<file path="src/hw/rtl/meuf_pkg.sv">
// Shared widths, reset values and constants for the motor encoder unwrap filter.
// No dependencies; every other file of the block refers to it by scoped names.
package meuf_pkg;

  localparam int POS_W   = 16;
  localparam int SPEED_W = 16;
  localparam int CURR_W  = 16;
  localparam int TEMP_W  = 8;
  localparam int RATE_W  = 17;
  localparam int TURN_W  = 16;
  localparam int ANGLE_W = 35;
  localparam int THR_W   = 13;

  localparam logic [THR_W-1:0] THR_RESET = 13'd6000;

  localparam int RATE_DEPTH_DEF = 8;

  localparam logic signed [17:0] TURN_SPAN = 18'sd8192;
  localparam int TURN_SPAN_LOG2 = 13;
  localparam logic signed [35:0] ANGLE_SCALE = 36'sd45;

  localparam logic signed [TURN_W-1:0] TURN_MAX = 16'sh7FFF;
  localparam logic signed [TURN_W-1:0] TURN_MIN = 16'sh8000;

  localparam logic signed [RATE_W-1:0] RATE_ABS_MAX = 17'sd65535;

endpackage

</file>
<file path="src/hw/rtl/meuf_in_if.sv">
// Input channel of the motor encoder unwrap filter: one feedback frame per transaction.
// Depends on meuf_pkg for the field widths.
interface meuf_in_if;
  logic                             valid;
  logic                             ready;
  logic [meuf_pkg::POS_W-1:0]       encoder_position;
  logic [meuf_pkg::SPEED_W-1:0]     speed_raw;
  logic [meuf_pkg::CURR_W-1:0]      current_raw;
  logic [meuf_pkg::TEMP_W-1:0]      temperature;

  modport source (output valid, encoder_position, speed_raw, current_raw, temperature,
                  input ready);
  modport sink (input valid, encoder_position, speed_raw, current_raw, temperature,
                output ready);
endinterface

</file>
<file path="src/hw/rtl/meuf_out_if.sv">
// Result channel of the motor encoder unwrap filter: one filtered frame per transaction.
// Depends on meuf_pkg for the field widths.
interface meuf_out_if;
  logic                               valid;
  logic                               ready;
  logic signed [meuf_pkg::RATE_W-1:0]  step_rate;
  logic signed [meuf_pkg::RATE_W-1:0]  average_rate;
  logic signed [meuf_pkg::TURN_W-1:0]  turn_count;
  logic signed [meuf_pkg::ANGLE_W-1:0] angle_q10;
  logic [meuf_pkg::SPEED_W-1:0]        speed_out;
  logic [meuf_pkg::CURR_W-1:0]         current_out;
  logic [meuf_pkg::TEMP_W-1:0]         temperature_out;

  modport source (output valid, step_rate, average_rate, turn_count, angle_q10, speed_out,
                  current_out, temperature_out, input ready);
  modport sink (input valid, step_rate, average_rate, turn_count, angle_q10, speed_out,
                current_out, temperature_out, output ready);
endinterface

</file>
<file path="src/hw/rtl/motor_encoder_unwrap_filter.sv">
// Top level of the motor encoder unwrap filter: input register, unwrap/filter logic,
// result register. Depends on meuf_pkg, meuf_in_if and meuf_out_if.

// Each feedback frame is captured in an input register and then unwrapped, filtered and
// written to the result register when that register is empty or being read, and a new
// frame is accepted every cycle while results are taken. The first frame after reset
// sets the zero bias. A position step beyond +/- wrap_threshold counts as a turn wrap;
// the turn count saturates. The average covers the last RATE_DEPTH rates (zeros after
// reset), truncated toward zero; angle_q10 is degrees with ten fraction bits. Write
// cfg_wr_data only while no frame is in flight.
module motor_encoder_unwrap_filter #(
  parameter int RATE_DEPTH = meuf_pkg::RATE_DEPTH_DEF
) (
  input  logic                         clk,
  input  logic                         rst_n,
  input  logic                         cfg_wr_en,
  input  logic [meuf_pkg::THR_W-1:0]   cfg_wr_data,
  meuf_in_if.sink                      in_frame,
  meuf_out_if.source                   out_result
);

  localparam int DEPTH_L   = $clog2(RATE_DEPTH);
  localparam int IDX_W     = (RATE_DEPTH > 1) ? $clog2(RATE_DEPTH) : 1;
  localparam int SUM_MAG_W = meuf_pkg::RATE_W - 1 + DEPTH_L;
  localparam int SUM_W     = SUM_MAG_W + 1;
  localparam int DIV_K     = SUM_MAG_W + DEPTH_L;
  localparam int DIV_M_W   = SUM_MAG_W + 1;
  localparam int PROD_W    = SUM_MAG_W + DIV_M_W;
  localparam logic [DIV_M_W-1:0] DIV_M = DIV_M_W'((64'd1 << DIV_K) / RATE_DEPTH + 1);
  localparam logic [IDX_W-1:0] LAST_IDX = IDX_W'(RATE_DEPTH - 1);
  localparam logic signed [SUM_W-1:0] SUM_MAX =
    SUM_W'(RATE_DEPTH) * SUM_W'(meuf_pkg::RATE_ABS_MAX);

  // input register
  logic                               s1_vld_r;
  logic [meuf_pkg::POS_W-1:0]         s1_pos_r;
  logic [meuf_pkg::SPEED_W-1:0]       s1_speed_r;
  logic [meuf_pkg::CURR_W-1:0]        s1_curr_r;
  logic [meuf_pkg::TEMP_W-1:0]        s1_temp_r;

  // block state
  logic [meuf_pkg::THR_W-1:0]         thr_r;
  logic                               started_r;
  logic [meuf_pkg::POS_W-1:0]         bias_r;
  logic [meuf_pkg::POS_W-1:0]         cur_pos_r;
  logic [meuf_pkg::POS_W-1:0]         prev_pos_r;
  logic signed [meuf_pkg::TURN_W-1:0] turns_r;
  logic signed [SUM_W-1:0]            sum_r;
  logic [IDX_W-1:0]                   idx_r;
  logic [RATE_DEPTH-1:0]              ring_vld_r;
  logic signed [meuf_pkg::RATE_W-1:0] ring_old_r;
  logic signed [meuf_pkg::RATE_W-1:0] ring_mem [RATE_DEPTH];

  // result register
  logic                                out_vld_r;
  logic signed [meuf_pkg::RATE_W-1:0]  out_rate_r;
  logic signed [meuf_pkg::RATE_W-1:0]  out_avg_r;
  logic signed [meuf_pkg::TURN_W-1:0]  out_turns_r;
  logic signed [meuf_pkg::ANGLE_W-1:0] out_angle_r;
  logic [meuf_pkg::SPEED_W-1:0]        out_speed_r;
  logic [meuf_pkg::CURR_W-1:0]         out_curr_r;
  logic [meuf_pkg::TEMP_W-1:0]         out_temp_r;

  // datapath
  logic                               fire;
  logic                               s1_vld_nxt;
  logic                               out_vld_nxt;
  logic [meuf_pkg::POS_W-1:0]         bias_nxt;
  logic [meuf_pkg::POS_W-1:0]         prev_pos_nxt;
  logic signed [meuf_pkg::RATE_W-1:0] diff;
  logic signed [meuf_pkg::RATE_W-1:0] thr_s;
  logic                               wrap_up;
  logic                               wrap_dn;
  logic signed [17:0]                 rate_w;
  logic signed [meuf_pkg::RATE_W-1:0] rate;
  logic signed [meuf_pkg::TURN_W-1:0] turns_nxt;
  logic signed [SUM_W-1:0]            sum_nxt;
  logic [IDX_W-1:0]                   idx_nxt;
  logic                               sum_neg;
  logic [SUM_MAG_W-1:0]               sum_mag;
  logic [PROD_W-1:0]                  div_prod;
  logic [meuf_pkg::RATE_W-1:0]        avg_mag;
  logic signed [meuf_pkg::RATE_W-1:0] avg;
  logic signed [meuf_pkg::RATE_W-1:0] pos_rel;
  logic signed [29:0]                 turn_pos;
  logic signed [29:0]                 ang_base;
  logic signed [35:0]                 ang_full;

  assign fire          = s1_vld_r && (!out_vld_r || out_result.ready);
  assign in_frame.ready = !s1_vld_r || fire;

  always_comb begin
    s1_vld_nxt = s1_vld_r;
    if (in_frame.valid && in_frame.ready) begin
      s1_vld_nxt = 1'b1;
    end else if (fire) begin
      s1_vld_nxt = 1'b0;
    end
  end

  always_comb begin
    out_vld_nxt = out_vld_r;
    if (fire) begin
      out_vld_nxt = 1'b1;
    end else if (out_result.ready) begin
      out_vld_nxt = 1'b0;
    end
  end

  always_comb begin
    if (!started_r) begin
      bias_nxt     = s1_pos_r;
      prev_pos_nxt = s1_pos_r;
    end else begin
      bias_nxt     = bias_r;
      prev_pos_nxt = (s1_pos_r != cur_pos_r) ? cur_pos_r : prev_pos_r;
    end

    diff    = $signed({1'b0, s1_pos_r}) - $signed({1'b0, prev_pos_nxt});
    thr_s   = $signed({4'b0, thr_r});
    wrap_up = diff < -thr_s;
    wrap_dn = diff > thr_s;

    turns_nxt = turns_r;
    rate_w    = 18'(diff);
    if (wrap_up) begin
      rate_w = 18'(diff) + meuf_pkg::TURN_SPAN;
      if (turns_r != meuf_pkg::TURN_MAX) begin
        turns_nxt = turns_r + 16'sd1;
      end
    end else if (wrap_dn) begin
      rate_w = 18'(diff) - meuf_pkg::TURN_SPAN;
      if (turns_r != meuf_pkg::TURN_MIN) begin
        turns_nxt = turns_r - 16'sd1;
      end
    end
    rate = rate_w[meuf_pkg::RATE_W-1:0];

    sum_nxt = sum_r + SUM_W'(rate) - SUM_W'(ring_old_r);
    idx_nxt = (idx_r == LAST_IDX) ? '0 : idx_r + 1'b1;

    // truncate toward zero: divide the magnitude by reciprocal multiply, restore the sign
    sum_neg  = sum_nxt[SUM_W-1];
    sum_mag  = sum_neg ? SUM_MAG_W'(-sum_nxt) : SUM_MAG_W'(sum_nxt);
    div_prod = PROD_W'(sum_mag) * PROD_W'(DIV_M);
    avg_mag  = div_prod[PROD_W-1:DIV_K];
    avg      = sum_neg ? -$signed(avg_mag) : $signed(avg_mag);

    pos_rel  = $signed({1'b0, s1_pos_r}) - $signed({1'b0, bias_nxt});
    turn_pos = {turns_nxt[meuf_pkg::TURN_W-1], turns_nxt,
                {meuf_pkg::TURN_SPAN_LOG2{1'b0}}};
    ang_base = 30'(pos_rel) + turn_pos;
    ang_full = 36'(ang_base) * meuf_pkg::ANGLE_SCALE;
  end

  always_ff @(posedge clk) begin
    if (!rst_n) begin
      s1_vld_r  <= 1'b0;
      out_vld_r <= 1'b0;
    end else begin
      s1_vld_r  <= s1_vld_nxt;
      out_vld_r <= out_vld_nxt;
    end
  end

  always_ff @(posedge clk) begin
    if (in_frame.valid && in_frame.ready) begin
      s1_pos_r   <= in_frame.encoder_position;
      s1_speed_r <= in_frame.speed_raw;
      s1_curr_r  <= in_frame.current_raw;
      s1_temp_r  <= in_frame.temperature;
    end
  end

  always_ff @(posedge clk) begin
    if (!rst_n) begin
      thr_r <= meuf_pkg::THR_RESET;
    end else if (cfg_wr_en) begin
      thr_r <= cfg_wr_data;
    end
  end

  always_ff @(posedge clk) begin
    if (!rst_n) begin
      started_r  <= 1'b0;
      bias_r     <= '0;
      cur_pos_r  <= '0;
      prev_pos_r <= '0;
      turns_r    <= '0;
      sum_r      <= '0;
      idx_r      <= '0;
    end else if (fire) begin
      started_r  <= 1'b1;
      bias_r     <= bias_nxt;
      cur_pos_r  <= s1_pos_r;
      prev_pos_r <= prev_pos_nxt;
      turns_r    <= turns_nxt;
      sum_r      <= sum_nxt;
      idx_r      <= idx_nxt;
    end
  end

  // rate ring: entries not yet written read as zero; prefetch the entry leaving next
  always_ff @(posedge clk) begin
    if (fire) begin
      ring_mem[idx_r] <= rate;
    end
  end

  always_ff @(posedge clk) begin
    if (!rst_n) begin
      ring_vld_r <= '0;
      ring_old_r <= '0;
    end else if (fire) begin
      ring_vld_r[idx_r] <= 1'b1;
      if (idx_nxt == idx_r) begin
        ring_old_r <= rate;
      end else if (ring_vld_r[idx_nxt]) begin
        ring_old_r <= ring_mem[idx_nxt];
      end else begin
        ring_old_r <= '0;
      end
    end
  end

  always_ff @(posedge clk) begin
    if (fire) begin
      out_rate_r  <= rate;
      out_avg_r   <= avg;
      out_turns_r <= turns_nxt;
      out_angle_r <= ang_full[meuf_pkg::ANGLE_W-1:0];
      out_speed_r <= s1_speed_r;
      out_curr_r  <= s1_curr_r;
      out_temp_r  <= s1_temp_r;
    end
  end

  assign out_result.valid           = out_vld_r;
  assign out_result.step_rate       = out_rate_r;
  assign out_result.average_rate    = out_avg_r;
  assign out_result.turn_count      = out_turns_r;
  assign out_result.angle_q10       = out_angle_r;
  assign out_result.speed_out       = out_speed_r;
  assign out_result.current_out     = out_curr_r;
  assign out_result.temperature_out = out_temp_r;

  a_first_frame_bias: assert property (@(posedge clk) disable iff (!rst_n)
    fire && !started_r |=> started_r && bias_r == cur_pos_r && prev_pos_r == cur_pos_r)
    else $error("first frame did not set bias and previous position");

  a_sum_bounded: assert property (@(posedge clk) disable iff (!rst_n)
    sum_r <= SUM_MAX && sum_r >= -SUM_MAX)
    else $error("ring sum out of range");

  a_turns_saturate: assert property (@(posedge clk) disable iff (!rst_n)
    fire && wrap_up && turns_r == meuf_pkg::TURN_MAX |=> turns_r == meuf_pkg::TURN_MAX)
    else $error("turn count wrapped past its maximum");

  a_result_loaded: assert property (@(posedge clk) disable iff (!rst_n)
    fire |=> out_vld_r)
    else $error("processed frame did not reach the result register");

  a_input_held: assert property (@(posedge clk) disable iff (!rst_n)
    s1_vld_r && !fire |=> s1_vld_r && $stable(s1_pos_r))
    else $error("stalled frame lost from the input register");

endmodule
</file>
<file path="src/flat_wrapper.sv">
// flat-port wrapper written by rule: the top's interface ports become plain ports
module motor_encoder_unwrap_filter_flat 
#(
  parameter int RATE_DEPTH = meuf_pkg::RATE_DEPTH_DEF
)
  (clk, rst_n, cfg_wr_en, cfg_wr_data, in_frame_valid, in_frame_encoder_position, in_frame_speed_raw, in_frame_current_raw, in_frame_temperature, in_frame_ready, out_result_valid, out_result_step_rate, out_result_average_rate, out_result_turn_count, out_result_angle_q10, out_result_speed_out, out_result_current_out, out_result_temperature_out, out_result_ready);
  meuf_in_if in_frame_i ();
  meuf_out_if out_result_i ();
  input  logic clk;
  input  logic rst_n;
  input  logic cfg_wr_en;
  input  logic [meuf_pkg::THR_W-1:0] cfg_wr_data;
  input wire logic [$bits(in_frame_i.valid)-1:0] in_frame_valid;
  input wire logic [$bits(in_frame_i.encoder_position)-1:0] in_frame_encoder_position;
  input wire logic [$bits(in_frame_i.speed_raw)-1:0] in_frame_speed_raw;
  input wire logic [$bits(in_frame_i.current_raw)-1:0] in_frame_current_raw;
  input wire logic [$bits(in_frame_i.temperature)-1:0] in_frame_temperature;
  output wire logic [$bits(in_frame_i.ready)-1:0] in_frame_ready;
  output wire logic [$bits(out_result_i.valid)-1:0] out_result_valid;
  output wire logic [$bits(out_result_i.step_rate)-1:0] out_result_step_rate;
  output wire logic [$bits(out_result_i.average_rate)-1:0] out_result_average_rate;
  output wire logic [$bits(out_result_i.turn_count)-1:0] out_result_turn_count;
  output wire logic [$bits(out_result_i.angle_q10)-1:0] out_result_angle_q10;
  output wire logic [$bits(out_result_i.speed_out)-1:0] out_result_speed_out;
  output wire logic [$bits(out_result_i.current_out)-1:0] out_result_current_out;
  output wire logic [$bits(out_result_i.temperature_out)-1:0] out_result_temperature_out;
  input wire logic [$bits(out_result_i.ready)-1:0] out_result_ready;
  assign in_frame_i.valid = in_frame_valid;
  assign in_frame_i.encoder_position = in_frame_encoder_position;
  assign in_frame_i.speed_raw = in_frame_speed_raw;
  assign in_frame_i.current_raw = in_frame_current_raw;
  assign in_frame_i.temperature = in_frame_temperature;
  assign in_frame_ready = in_frame_i.ready;
  assign out_result_valid = out_result_i.valid;
  assign out_result_step_rate = out_result_i.step_rate;
  assign out_result_average_rate = out_result_i.average_rate;
  assign out_result_turn_count = out_result_i.turn_count;
  assign out_result_angle_q10 = out_result_i.angle_q10;
  assign out_result_speed_out = out_result_i.speed_out;
  assign out_result_current_out = out_result_i.current_out;
  assign out_result_temperature_out = out_result_i.temperature_out;
  assign out_result_i.ready = out_result_ready;
  motor_encoder_unwrap_filter #(.RATE_DEPTH(RATE_DEPTH)) u_core (.clk(clk), .rst_n(rst_n), .cfg_wr_en(cfg_wr_en), .cfg_wr_data(cfg_wr_data), .in_frame(in_frame_i), .out_result(out_result_i));
endmodule
</file>
<file path="config.mk">
export PLATFORM = sky130hd
export DESIGN_NAME = motor_encoder_unwrap_filter_flat
export DESIGN_NICKNAME = d
export VERILOG_FILES = /design/src/hw/rtl/meuf_pkg.sv /design/src/hw/rtl/meuf_in_if.sv /design/src/hw/rtl/meuf_out_if.sv /design/src/hw/rtl/motor_encoder_unwrap_filter.sv /design/src/flat_wrapper.sv
export SDC_FILE = /design/constraint.sdc
export NUM_CORES = 1
export LEC_CHECK = 0
export BUFFER_PORTS_ARGS = -buffer_cell sky130_fd_sc_hd__buf_2
export CAP_MARGIN = 20
export CELL_PAD_IN_SITES_DETAIL_PLACEMENT = 0
export CELL_PAD_IN_SITES_GLOBAL_PLACEMENT = 1
export CORE_MARGIN = 3
export CORE_UTILIZATION = 45
export CTS_BUF_LIST = sky130_fd_sc_hd__clkbuf_8
export DETAILED_ROUTE_END_ITERATION = 7
export PLACE_DENSITY = 0.83
export RECOVER_POWER = 100
export SLEW_MARGIN = 20
export SYNTH_ARGS = -nofsm -noshare
export SYNTH_HDL_FRONTEND = slang
export SYNTH_SLANG_ARGS = --single-unit
</file>
<file path="constraint.sdc">
create_clock -name clk -period 10.9 [get_ports clk]
set_input_delay 1.09 -clock clk [delete_from_list [all_inputs] [get_ports clk]]
set_output_delay 1.09 -clock clk [all_outputs]
set_load 0.02 [all_outputs]
</file>
* After elaboration in Yosys (flattened, before gate mapping)
Memories as Yosys holds them, arrays and structs flattened.
Index checks and enable logic that the tools add are counted.
** Operators by class
- $add $sub $neg :: 13
- Multipliers :: 2
- Order comparisons :: 5
- Equal/unequal tests :: 5
- Mux-type cells :: 24
- Bitwise gates (word level) :: 1
- Reductions and logical operators :: 9
** Operators with widths (number)
- 16-bit 2-to-1 mux :: 7
- 17-bit 2-to-1 mux :: 5
- 19-bit by 20-bit multiplier with 39-bit output (second input constant) :: 1
- 30-bit by 7-bit multiplier with 35-bit output (second input constant) :: 1
- 16-bit by 16-bit subtractor with 17-bit output :: 2
- 16-bit inequality test (second input constant) :: 2
- 17-bit by 29-bit adder with 30-bit output :: 1
- 20-bit by 17-bit adder with 20-bit output :: 1
- 20-bit by 17-bit subtractor with 20-bit output :: 1
- 19-bit 2-to-1 mux :: 1
- 19-bit negation :: 1
- 17-bit by 15-bit adder with 17-bit output (second input constant) :: 1
- 17-bit by 14-bit > comparator with 1-bit output :: 1
- 17-bit less-than comparator :: 1
- 13-bit negation with 17-bit output :: 1
- 17-bit negation :: 1
- 17-bit by 15-bit subtractor with 17-bit output (second input constant) :: 1
- 16-bit by 2-bit adder with 16-bit output (second input constant) :: 1
- 16-bit inequality test :: 1
- 16-bit by 2-bit subtractor with 16-bit output (second input constant) :: 1
- 3-bit by 4-bit less-than comparator with 1-bit output (second input constant) :: 2
- 1-bit 2-to-1 mux :: 8
- 8-bit bitwise OR :: 1
- 2-bit nonzero test :: 2
- 10 further kinds :: 14
** Storage, ports and cells
- Bits in registers :: 309
- Bits in writable memories :: 136
- Input port bits :: 74
- Output and inout bits :: 127
- Word-level logic and storage cells :: 83
- Memories kept :: 1
** Memories
- u_core.ring_mem :: words 8, width 17, rd ports 1, clocked after memory_dff 0, wr ports 1, RTL line motor_encoder_unwrap_filter.sv:52 : logic signed [meuf_pkg::RATE_W-1:0] ring_mem [RATE_DEPTH];

* Logic depth before layout (Yosys ltp)
Gate-level depths: netlist of the first run.
- Depth after elaboration :: 14
- Depth in mapped cells :: 60

* Worst setup path before layout of the first run
Ideal clock, no wire load.
- Kind :: reg2reg
- From :: register u_core.s1_pos_r[14] (netlist bit)
- To :: register u_core.out_angle_r, in the netlist u_core.out_result.angle_q10[34], data pin
- Arrival time :: 11.608 ns
- Slack :: -0.967 ns
- Cell stages (with the launch flop) :: 58
- Path buffers :: 5
- Cells stage by stage :: edfxtp_1 xor2_1 nor4_1 and4_4 buf_6 clkbuf_1 buf_1 mux2i_1 a21oi_1 ha_1 inv_1 fa_1 and4b_4 a21oi_1 ha_1 o21a_1 o21a_1 o21a_1 [22 not listed] o21a_1 nor2_1 xnor2_1 ha_1 ha_1 fa_1 inv_1 fa_1 inv_1 ha_1 inv_1 or4_1 o21ai_0 or3_1 a21oi_1 o21ai_0 a21oi_1 xnor2_1
** On the way
- Cells in the longest elaborated chain, start to end :: 9
** Ends and longest elaborated chain
- from (decl) :: RTL line motor_encoder_unwrap_filter.sv:36 : logic [meuf_pkg::POS_W-1:0] s1_pos_r;
- from (signal assigned) :: RTL line motor_encoder_unwrap_filter.sv:168 : s1_pos_r <= in_frame.encoder_position;
- 16-bit inequality test (*) :: RTL line motor_encoder_unwrap_filter.sv:116 : prev_pos_nxt = (s1_pos_r != cur_pos_r) ? cur_pos_r : prev_pos_r;
- 16-bit 2-to-1 mux (*) :: RTL line motor_encoder_unwrap_filter.sv:116
- 16-bit 2-to-1 mux (*) :: RTL line motor_encoder_unwrap_filter.sv:111 : if (!started_r) begin
- via u_core.prev_pos_nxt, one bit :: RTL line motor_encoder_unwrap_filter.sv:69 : logic [meuf_pkg::POS_W-1:0] prev_pos_nxt;
- 16-bit by 16-bit subtractor with 17-bit output (*) :: RTL line motor_encoder_unwrap_filter.sv:119 : diff = $signed({1'b0, s1_pos_r}) - $signed({1'b0, prev_pos_nxt});
- via u_core.diff, one bit :: RTL line motor_encoder_unwrap_filter.sv:70 : logic signed [meuf_pkg::RATE_W-1:0] diff;
- 17-bit by 14-bit > comparator with 1-bit output :: RTL line motor_encoder_unwrap_filter.sv:122 : wrap_dn = diff > thr_s;
- 16-bit 2-to-1 mux :: RTL line motor_encoder_unwrap_filter.sv:131 : end else if (wrap_dn) begin
- 16-bit 2-to-1 mux (*) :: RTL line motor_encoder_unwrap_filter.sv:126 : if (wrap_up) begin
- via u_core.turns_nxt, one bit :: RTL line motor_encoder_unwrap_filter.sv:76 : logic signed [meuf_pkg::TURN_W-1:0] turns_nxt;
- 17-bit by 29-bit adder with 30-bit output (*) :: RTL line motor_encoder_unwrap_filter.sv:152 : ang_base = 30'(pos_rel) + turn_pos;
- 30-bit by 7-bit multiplier with 35-bit output (*) :: RTL line motor_encoder_unwrap_filter.sv:153 : ang_full = 36'(ang_base) * meuf_pkg::ANGLE_SCALE;
- via u_core.ang_full[34] :: RTL line motor_encoder_unwrap_filter.sv:87 : logic signed [35:0] ang_full;
- to (signal assigned) :: RTL line motor_encoder_unwrap_filter.sv:231 : out_angle_r <= ang_full[meuf_pkg::ANGLE_W-1:0];
- to (decl) :: RTL line motor_encoder_unwrap_filter.sv:59 : logic signed [meuf_pkg::ANGLE_W-1:0] out_angle_r;
The timed path passes the listed nets; every way through them passes the cells marked *.
A chain may end at the register's enable or synchronous reset.

* Worst setup path in the final report of the first run
- From :: register u_core.s1_pos_r[0] (netlist bit)
- To :: register u_core.out_angle_r, in the netlist u_core.out_result.angle_q10[34], data pin
** On the way
- Cells in the longest elaborated chain, start to end :: 9
** Ends and longest elaborated chain (RTL line)
- 16-bit inequality test :: motor_encoder_unwrap_filter.sv:116
- 16-bit 2-to-1 mux :: motor_encoder_unwrap_filter.sv:116
- 16-bit 2-to-1 mux :: motor_encoder_unwrap_filter.sv:111
- 16-bit by 16-bit subtractor with 17-bit output (*) :: motor_encoder_unwrap_filter.sv:119
- via u_core.diff, one bit :: motor_encoder_unwrap_filter.sv:70
- 17-bit by 14-bit > comparator with 1-bit output :: motor_encoder_unwrap_filter.sv:122
- 16-bit 2-to-1 mux :: motor_encoder_unwrap_filter.sv:131
- 16-bit 2-to-1 mux (*) :: motor_encoder_unwrap_filter.sv:126
- via u_core.turns_nxt, one bit :: motor_encoder_unwrap_filter.sv:76
- 17-bit by 29-bit adder with 30-bit output (*) :: motor_encoder_unwrap_filter.sv:152
- 30-bit by 7-bit multiplier with 35-bit output (*) :: motor_encoder_unwrap_filter.sv:153
- via u_core.ang_full[34] :: motor_encoder_unwrap_filter.sv:87
Marks and branches as above.

==> run metrics, run 1 <==
slowest stage delay, CP=0.53 ns; net total in the final layout=3062; Synth Cell Area=26200 um^2; H-tree Lvls=3; final instance area=30900 um^2; dominant cell type by count on the critical path=ha_1; I/O pin total=201; post-synthesis area per instance=10.9 um^2; initial antenna violation count=5; highest fanout seen on the critical path=9; number of global-route vias before repair=18.9k; final core utilization=54.1%; outcome=finished with violations; Inserted Clock Buffers=77; synthesized instance count=2395; vias per cell=5.37; Crit path arrival time=10.99 ns; core region area=57000 um^2; failing checks=max-capacitance violations, max-slew violations; buffer cell driving the clock tree root=clkbuf_8; register area share after synthesis=46.1%; CTS tree=built; cell with the most instances after synthesis=edfxtp_1; register bit total from synthesis=445; CTS clk-pin slew, worst paths=0.06 ns; Synth top cells by count=317 x edfxtp_1, 214 x inv_1, 198 x ha_1; RSZ-0062 raised after global routing=yes; setup skew after layout=0.0345 ns; remaining antenna violation count=0; Max-Slew Margin vs Limit=-151%; final critical delay including setup and external delays=10.57 ns; count of placed standard cells in the final layout, fillers left out=3538; worst-path cell with the longest stage delay=fa_1; 1st-pass router iterations=5; first-pass GRT wire length=99.5 mm; 1st-iter DRT viols=1171; hold crit path type=flip-flop to flip-flop; y dimension of the die=247 um; cell type group with the largest total delay on the critical path=compound AO/OA/AOI/OAI gates; top flip-flop cell by instance count after synthesis=edfxtp_1; number of max-slew violations in the final report=354; number of synthesized flops with an enable pin=317; largest net degree at the start of global routing=98; number of core rows=87; clock latency on the worst-skew pair=0.67 ns; count of placed standard cells including taps=3364; fraction of synthesized cell area taken by the top area cell type=36.3%; Total Wirelength=62.9 mm; count of filler cells inserted in the layout=4982; effective utilization at floorplan=45.9%; Yosys warnings=0; number of buffers on the longest clock path=3; dominant cells by area after synthesis=edfxtp_1 36%, dfxtp_1 9.8%, ha_1 9.5%, fa_1 6.0%, mux2i_1 4.2%; slew at the pin closest to its max-slew limit=3.74 ns; synthesized netlist net count=2745; placer's final routability congestion estimate=0.870; critical path start-end classification=flip-flop to flip-flop; total number of clock tree sinks=445; width of the chip=247 um; final hold violations=0; port buffer count=200; maximum frequency from static timing analysis=0.0946 GHz; Distinct cells, synth=93; overflow left after global routing=0; synthesis-to-layout area growth=17.8%; post-detailed-route DRC marker count=0; post-route clock period utilization=97.0%; required arrival time at the worst endpoint=11.32 ns; floorplan die area=61100 um^2; Max Cap Violations=8; total number of vias=19.0k; total buffers and inverters traversed by the critical path=6; top cell type by total area after synthesis=edfxtp_1; Setup-failing EPs final=0; routed length per instance=17.8 um; kind of start point of the critical path=flip-flop; global routing usage summed across all routing layers=20.4%; ratio of cells with drive above 1 in the final layout=16.4%; async set-reset flop share out of synthesis=0%; crit end category=flip-flop; placed wire-length estimate after detailed placement=44.2 mm; total placed instance area=28800 um^2
state kept, by name (all words and copies together) (netlist names), 8 cells and up:
register and flops:
u_core.prev_pos_r 16, u_core.out_result.current_out 16, u_core.ring_mem 136, u_core.out_result.temperature_out 8, u_core.sum_r 20, u_core.out_result.average_rate 17
u_core.ring_vld_r 8, u_core.s1_temp_r 8, u_core.out_result.step_rate 17, u_core.thr_r 13, u_core.out_result.speed_out 16, u_core.s1_pos_r 16
u_core.out_result.turn_count 16, u_core.s1_curr_r 16, u_core.bias_r 16, u_core.turns_r 16, u_core.s1_speed_r 16, u_core.ring_old_r 17
u_core.out_result.angle_q10 35, u_core.cur_pos_r 16
worst reg2reg max path, delay by kind of cell (launching register included):
kind,cells,cell delay [ns]
adders and majority gates,8,2.61
buffers and inverters,6,0.78
xor gates and xnor gates,4,0.68
muxes,1,0.18
AOI/OAI and AO/OA,19,3.24
and+or+nand+nor,11,2.44
DFF,1,0.45
routing by layer:
layer	share of wire [%]	vias to the layer above	GRT usage (%)	wire length [um]
met3	5.4	86	3.94	3370
li1	-	9239	-	-
met5	0	-	0	0
met1	44	9200	26.6	27600
met2	49	458	34.4	30600
met4	2.2	0	6.51	1400
what timing repair did:
item                                    4_1_cts  5_1_grt
gates resized for setup                      11       87
hold buffers                                  0        0
endpoints found under the setup margin        5       10
pin swaps                                     5       48
setup buffers                                 6       17
layout by cell type, fill, tap and decap left out, drive strengths merged, types with 28 or more instances in the layout:
| cell type | instances |
|---|---|
| o21a | 28 |
| a211oi | 53 |
| nand2 | 182 |
| a21o | 34 |
| nand3 | 38 |
| mux2i | 109 |
| dfxtp | 128 |
| clkbuf | 225 |
| edfxtp | 317 |
| a21oi | 152 |
| ha | 198 |
| nor2 | 189 |
| xnor2 | 79 |
| o21ai | 80 |
| fa | 78 |
| inv | 244 |
| buf | 189 |
| nand2b | 30 |
| nor3 | 47 |
| xor2 | 53 |
cells by family after synthesis:
| kind of cell | after synthesis | share of synthesized area [%] |
|---|---|---|
| simple gates | 629 | 11.7 |
| compound gates | 474 | 12.0 |
| flops | 445 | 46.1 |
| buf+inv | 309 | 4.55 |
| fa+ha+maj | 276 | 15.4 |
| xor+xnor | 132 | 4.41 |
| mux | 130 | 5.86 |
final timing paths:
kind | endpoint | startpoint | cells after the start | slack (ns)
worst max-delay path | u_core.out_result.angle_q10[34] | u_core.s1_pos_r[0] | 49 | 0.33
worst min register to register | u_core.out_result.current_out[14] | u_core.s1_curr_r[14] | 0 | 0.41
worst max register to register | u_core.out_result.angle_q10[34] | u_core.s1_pos_r[0] | 49 | 0.33
worst min-delay path | u_core.out_result.current_out[14] | u_core.s1_curr_r[14] | 0 | 0.41
area by class of cell:
class	instances	area, um^2	area share [%]
inverter	216	812	2.63
tap	756	946	3.07
multi-input combinational	1641	13500	43.9
antenna	6	15.0	0.0487
clock buffer	83	1140	3.70
clock inverter	60	489	1.59
timing repair buffer	331	1820	5.90
sequential	445	12100	39.2
through the flow:
| step | setup WS [ns] | hold slack, ns | TNS [ns] |
|---|---|---|---|
| 4_1_cts | 0.00863 | 0.411 | 0 |
| 6_report | 0.327 | 0.411 | 0 |
| 3_3_place_gp | -0.0147 | 0.401 | -0.0147 |
| 3_5_place_dp | -0.250 | 0.405 | -0.902 |
| 5_1_grt | -0.212 | 0.421 | -0.761 |
| 2_1_floorplan | 0.00775 | 0.400 | 0 |
Power of run 1 is not shown: default switching activity piles up to over one toggle a cycle in this logic, so the estimate is an artifact.
==> run 2, diff against run 1 <==
--- a/config.mk
+++ b/config.mk
@@ -10,10 +10,9 @@
 export CELL_PAD_IN_SITES_DETAIL_PLACEMENT = 0
 export CELL_PAD_IN_SITES_GLOBAL_PLACEMENT = 1
 export CORE_MARGIN = 3
-export CORE_UTILIZATION = 45
-export CTS_BUF_LIST = sky130_fd_sc_hd__clkbuf_8
+export CORE_UTILIZATION = 44
 export DETAILED_ROUTE_END_ITERATION = 7
-export PLACE_DENSITY = 0.83
+export PLACE_DENSITY = 0.82
 export RECOVER_POWER = 100
 export SLEW_MARGIN = 20
 export SYNTH_ARGS = -nofsm -noshare
==> run 2 against run 1 <==
Compared with the run above:
- the flow still finishes with violations (max-capacitance violations, max-slew violations)
- setup slack worse by 0.045 ns
- sequential cell count unchanged
- sequential share of layout area fell by 0.27 points
- count of clock-buffer cells in the layout is 13 lower
- final cell count is 1.3% lower
- critical endpoint unchanged
- largest cell class unchanged
==> run metrics, run 2 (synthesis results as in run 1) <==
Placement Setup Slack=-0.202 ns; core region area=58200 um^2; met3 track demand over resource in global routing=3.66%; CTS clk-pin slew, worst paths=0.06 ns; first-pass GRT wire length=101 mm; flip-flop count of the largest register, all copies and words added=136; worst-path cell with the longest stage delay=fa_1; met2 routing resource usage after global routing=34.4%; number of global-route vias before repair=19.0k; number of max-slew violations in the final report=359; H-tree Lvls=2; y dimension of the die=250 um; placer's final routability congestion estimate=0.875; CTS tree=built; remaining antenna violation count=0; initial antenna violation count=2; dominant cell type by count on the critical path=o21a_1; maximum frequency from static timing analysis=0.0942 GHz; Total Wirelength=63.7 mm; Max Cap Violations=7; placed wire-length estimate after detailed placement=45.4 mm; I/O pin total=201; clock latency on the worst-skew pair=0.62 ns; crit path setup slack, layout=0.282 ns; Worst setup startpoint=u_core.s1_pos_r[0]; effective utilization at floorplan=45.0%; highest fanout seen on the critical path=7; slowest stage delay, CP=0.47 ns; failing checks=max-capacitance violations, max-slew violations; Max-Slew Margin vs Limit=-121%; Crit path arrival time=10.98 ns; met1 demand-to-capacity share in global routing=25.6%; synthesis-to-layout area growth=18.6%; Hold Path Origin=u_core.s1_curr_r[3]; register bank with the most flops=u_core.ring_mem; Setup-failing EPs final=0; routed length per instance=18.2 um; slew at the pin closest to its max-slew limit=3.29 ns; 1st-pass router iterations=5; start of the worst register-to-register path=u_core.s1_pos_r[0]; largest net degree at the start of global routing=83; Most Crowded Layer GR=met2; required arrival time at the worst endpoint=11.26 ns; commonest cells after routing, fill and taps aside=317 x edfxtp_1, 207 x inv_1, 182 x ha_1; vias per cell=5.44; global routing usage summed across all routing layers=19.9%; overflow left after global routing=0; commonest non-fill, non-tap cell in the layout=edfxtp_1; post-detailed-route DRC marker count=0; floorplan die area=62500 um^2; final hold violations=0; total number of clock tree sinks=445; net total in the final layout=3033; crit end category=flip-flop; final critical delay including setup and external delays=10.62 ns; port buffer count=200; Post-CTS Hold Fix Bufs=0; ratio of cells with drive above 1 in the final layout=15.6%; RSZ-0062 raised after global routing=yes; number of core rows=88; setup skew after layout=0.0277 ns; 1st-iter DRT viols=1169; Inserted Clock Buffers=50; width of the chip=250 um; total number of vias=19.0k; post-route clock period utilization=97.4%; critical path start-end classification=flip-flop to flip-flop; buffer cell driving the clock tree root=clkbuf_16; kind of start point of the critical path=flip-flop; hold crit path type=flip-flop to flip-flop; number of buffers on the longest clock path=3; outcome=finished with violations
==> run 2: cell types whose count changed in the layout (fill, tap and decap cells not counted), moves of 4 or more <==
cell,previous run,this run
clkbuf_16,0,52
clkinv_1,8,1
xnor2_2,5,9
clkbuf_1,142,157
ha_4,6,11
clkinv_2,12,7
ha_1,189,182
inv_1,234,207
diode_2,6,1
clkbuf_8,83,5
==> run 2: routing by layer <==
layer,vias up,part of all wire (%)
li1,9179,-
met1,9232,43
met2,465,49
met3,100,5.3
met4,2,2.4
met5,-,0.020
==> run 2: final cells by class <==
cell class / instances / area (um^2)
Multi-Input combinational cell: 1641 / 13600
Clock buffer: 70 / 1420
Tap cell: 765 / 957
Sequential cell: 445 / 12100
Timing Repair Buffer: 329 / 1800
Inverter: 216 / 815
Antenna cell: 1 / 2.50
Fill cell: 5014 / 27200
Clock inverter: 24 / 370
==> run 2: repair_timing <==
item | 4_1_cts | 5_1_grt
setup buffers | 4 | 25
hold endpoints to repair | 0 | 0
endpoints found under the setup margin | 5 | 11
gates cloned | 0 | 0
pin swaps | 12 | 77
gates resized for setup | 15 | 87
==> run 2: worst paths after layout <==
path	to	slack, ns	cells after the start
max	u_core.out_result.angle_q10[34]	0.28	51
min	u_core.out_result.current_out[3]	0.41	0
max reg2reg	u_core.out_result.angle_q10[34]	0.28	51
min reg2reg	u_core.out_result.current_out[3]	0.41	0
==> run 2: critical path: cells and delay by family, from the launching register on <==
family / cells / cell delay [ns]
xor gates and xnor gates: 3 / 0.36
adders and majority gates: 8 / 2.73
buffers and inverters: 5 / 0.53
DFF: 1 / 0.41
muxes: 1 / 0.06
AOI/OAI and AO/OA: 25 / 4.12
and+or+nand+nor: 9 / 2.22
==> run 2: per-stage QoR <==
stage | TNS [ns] | instances | area, um^2 | util, % | hold slack, ns
global route | -0.698 | 3490 | 31100 | 53.3 | 0.423
global placement | 0 | 3365 | 28700 | 49.3 | 0.400
detailed placement | -0.341 | 3365 | 28700 | 49.3 | 0.405
finish | 0 | 3491 | 31100 | 53.3 | 0.415
floorplan | 0 | 2395 | 26300 | - | 0.400
CTS | 0 | 3463 | 30600 | 52.6 | 0.418
Power of run 2 is left out for the same reason.
==> run 3, diff against run 2 <==
--- a/config.mk
+++ b/config.mk
@@ -9,6 +9,7 @@
 export CAP_MARGIN = 20
 export CELL_PAD_IN_SITES_DETAIL_PLACEMENT = 0
 export CELL_PAD_IN_SITES_GLOBAL_PLACEMENT = 1
+export CORE_ASPECT_RATIO = 1.1
 export CORE_MARGIN = 3
 export CORE_UTILIZATION = 44
 export DETAILED_ROUTE_END_ITERATION = 7
==> run 3 against run 2 <==
Compared with the run above:
- the run still ends with max-capacitance violations, max-slew violations left
- first-iteration DRC count is 9.6% lower
- die area hardly changed
- register-to-register slack worse by 0.05 ns
- global-route usage hardly changed
- fmax is 0.50% lower
- wire length is 0.72% lower
- sequential cell count stayed put
- critical endpoint is now u_core.out_result.angle_q10[32]
- highest routed layer unchanged
==> run metrics, run 3 (synthesis results as in run 1) <==
Total Wirelength=63.2 mm; Worst setup startpoint=u_core.s1_pos_r[10]; hold_ws=0.415 ns; core region area=58800 um^2; clock latency on the worst-skew pair=0.61 ns; setup skew after layout=0.0332 ns; Max-Slew Margin vs Limit=-152%; CTS tree=built; effective utilization at floorplan=44.6%; slew at the pin closest to its max-slew limit=3.77 ns; crit end category=flip-flop; post-detailed-route DRC marker count=0; Sum Neg Setup Slack=0 ns; CTS clk-pin slew, worst paths=0.06 ns; ratio of cells with drive above 1 in the final layout=16.3%; placed wire-length estimate after detailed placement=45.3 mm; required arrival time at the worst endpoint=11.24 ns; Inserted Clock Buffers=49; Max Cap Violations=12; net total in the final layout=3032; final critical delay including setup and external delays=10.67 ns; width of the chip=239 um; Min-Delay Endpoint=u_core.out_result.temperature_out[7]; kind of start point of the critical path=flip-flop; synthesis-to-layout area growth=18.6%; overflow left after global routing=0; total number of vias=18.9k; end of the worst register-to-register path=u_core.out_result.angle_q10[32]; count of placed standard cells in the final layout, fillers left out=3488; worst-case reg-to-reg path depth=53; Hold Path Origin=u_core.s1_temp_r[7]; Setup-failing EPs final=0; slack of the worst reg-to-reg path=0.23 ns; Post-CTS Hold Fix Bufs=0; initial antenna violation count=3; flip-flop count of the largest register, all copies and words added=136; crit path setup slack, layout=0.229 ns; commonest cells after routing, fill and taps aside=317 x edfxtp_1, 206 x inv_1, 180 x nor2_1; highest fanout seen on the critical path=5; cell type group with the largest total delay on the critical path=compound AO/OA/AOI/OAI gates; Hold Crit Depth=0; number of buffers on the longest clock path=3; post-route clock period utilization=97.9%; y dimension of the die=262 um; routed length per instance=18.1 um; floorplan die area=62500 um^2; number of core rows=93; RSZ-0062 raised after global routing=yes; start of the worst register-to-register path=u_core.s1_pos_r[10]; 1st-pass router iterations=5; total number of clock tree sinks=445; number of global-route vias before repair=18.9k; commonest non-fill, non-tap cell in the layout=edfxtp_1; buffer cell driving the clock tree root=clkbuf_16; worst-path cell with the longest stage delay=fa_1; H-tree Lvls=2; count of placed standard cells including taps=3359; Placement Setup Slack=-0.240 ns; final hold violations=0; maximum frequency from static timing analysis=0.0937 GHz; register bank with the most flops=u_core.ring_mem; global routing usage summed across all routing layers=19.9%; vias per cell=5.41; dominant cell type by count on the critical path=o21a_1; outcome=finished with violations; failing checks=max-capacitance violations, max-slew violations; hold crit path type=flip-flop to flip-flop; slowest stage delay, CP=0.54 ns; remaining antenna violation count=0; I/O pin total=201; port buffer count=200; first-pass GRT wire length=100 mm; placer's final routability congestion estimate=0.875; Crit path arrival time=11.01 ns; largest net degree at the start of global routing=84; 1st-iter DRT viols=1057; number of max-slew violations in the final report=526; total buffers and inverters traversed by the critical path=6; critical path start-end classification=flip-flop to flip-flop
-- run 3: changes by cell type in the layout (fill, tap and decap cells not counted), moves of 3 or more --
cell / delta
and2_0: -11
and2_1: +11
buf_2: +5
buf_4: -6
buf_6: +5
clkbuf_1: -8
clkbuf_8: -3
clkinv_1: +4
diode_2: +4
ha_1: -3
ha_4: +5
inv_6: +3
o21ai_1: -4
o21ai_2: +4
-- run 3: worst max path at each step --
stage	endpoint	slack, ns	cells past startpoint
2_1_floorplan	u_core.out_result.angle_q10[34]	0.008	58
3_3_place_gp	u_core.out_result.angle_q10[34]	0.09	50
3_5_place_dp	u_core.out_result.angle_q10[34]	-0.24	48
4_1_cts	u_core.out_result.angle_q10[32]	0.02	54
5_1_grt	u_core.out_result.angle_q10[32]	-0.20	54
6_report	u_core.out_result.angle_q10[32]	0.23	53
-- run 3: through the flow --
stage                     util, %  area (um^2)
after CTS                    52.0        30600
after global routing         52.9        31100
after floorplan                 -        26300
after detailed placement     48.9        28700
final                        52.9        31100
after global placement       48.8        28700
-- run 3: timing repair --
action / in CTS / in global routing
pin swaps: 9 / 76
resized for setup: 16 / 104
buffers inserted: 5 / 26
endpoints found under the setup margin: 4 / 9
-- run 3: cell type report --
class | count | area (um^2)
fillers | 5079 | 27700
inverters | 216 | 815
flip-flops and latches | 445 | 12100
multi-input cells | 1641 | 13700
well taps | 760 | 951
clock buffers | 59 | 1310
repair buffers | 329 | 1810
diodes | 5 | 12.5
clock inverters | 33 | 413
-- run 3: layer usage --
metal  GRT usage [%]  routed length [um]
met1            24.5               26200
met2            34.7               31700
met3            3.97                3350
met4            7.26                2010
met5               0                   7
-- run 3: worst register-to-register path: cells and delay by family (launching register included) --
family | cells | cell delay (ns)
AND/OR/NAND/NOR | 12 | 2.32
AO/OA/AOI/OAI | 21 | 3.49
multiplexers | 1 | 0.08
adder cells (fa/ha/maj) | 10 | 3.28
buffers and inverters | 6 | 0.47
flip-flops | 1 | 0.39
XOR/XNOR | 3 | 0.42
Power of run 3 is left out for the same reason.
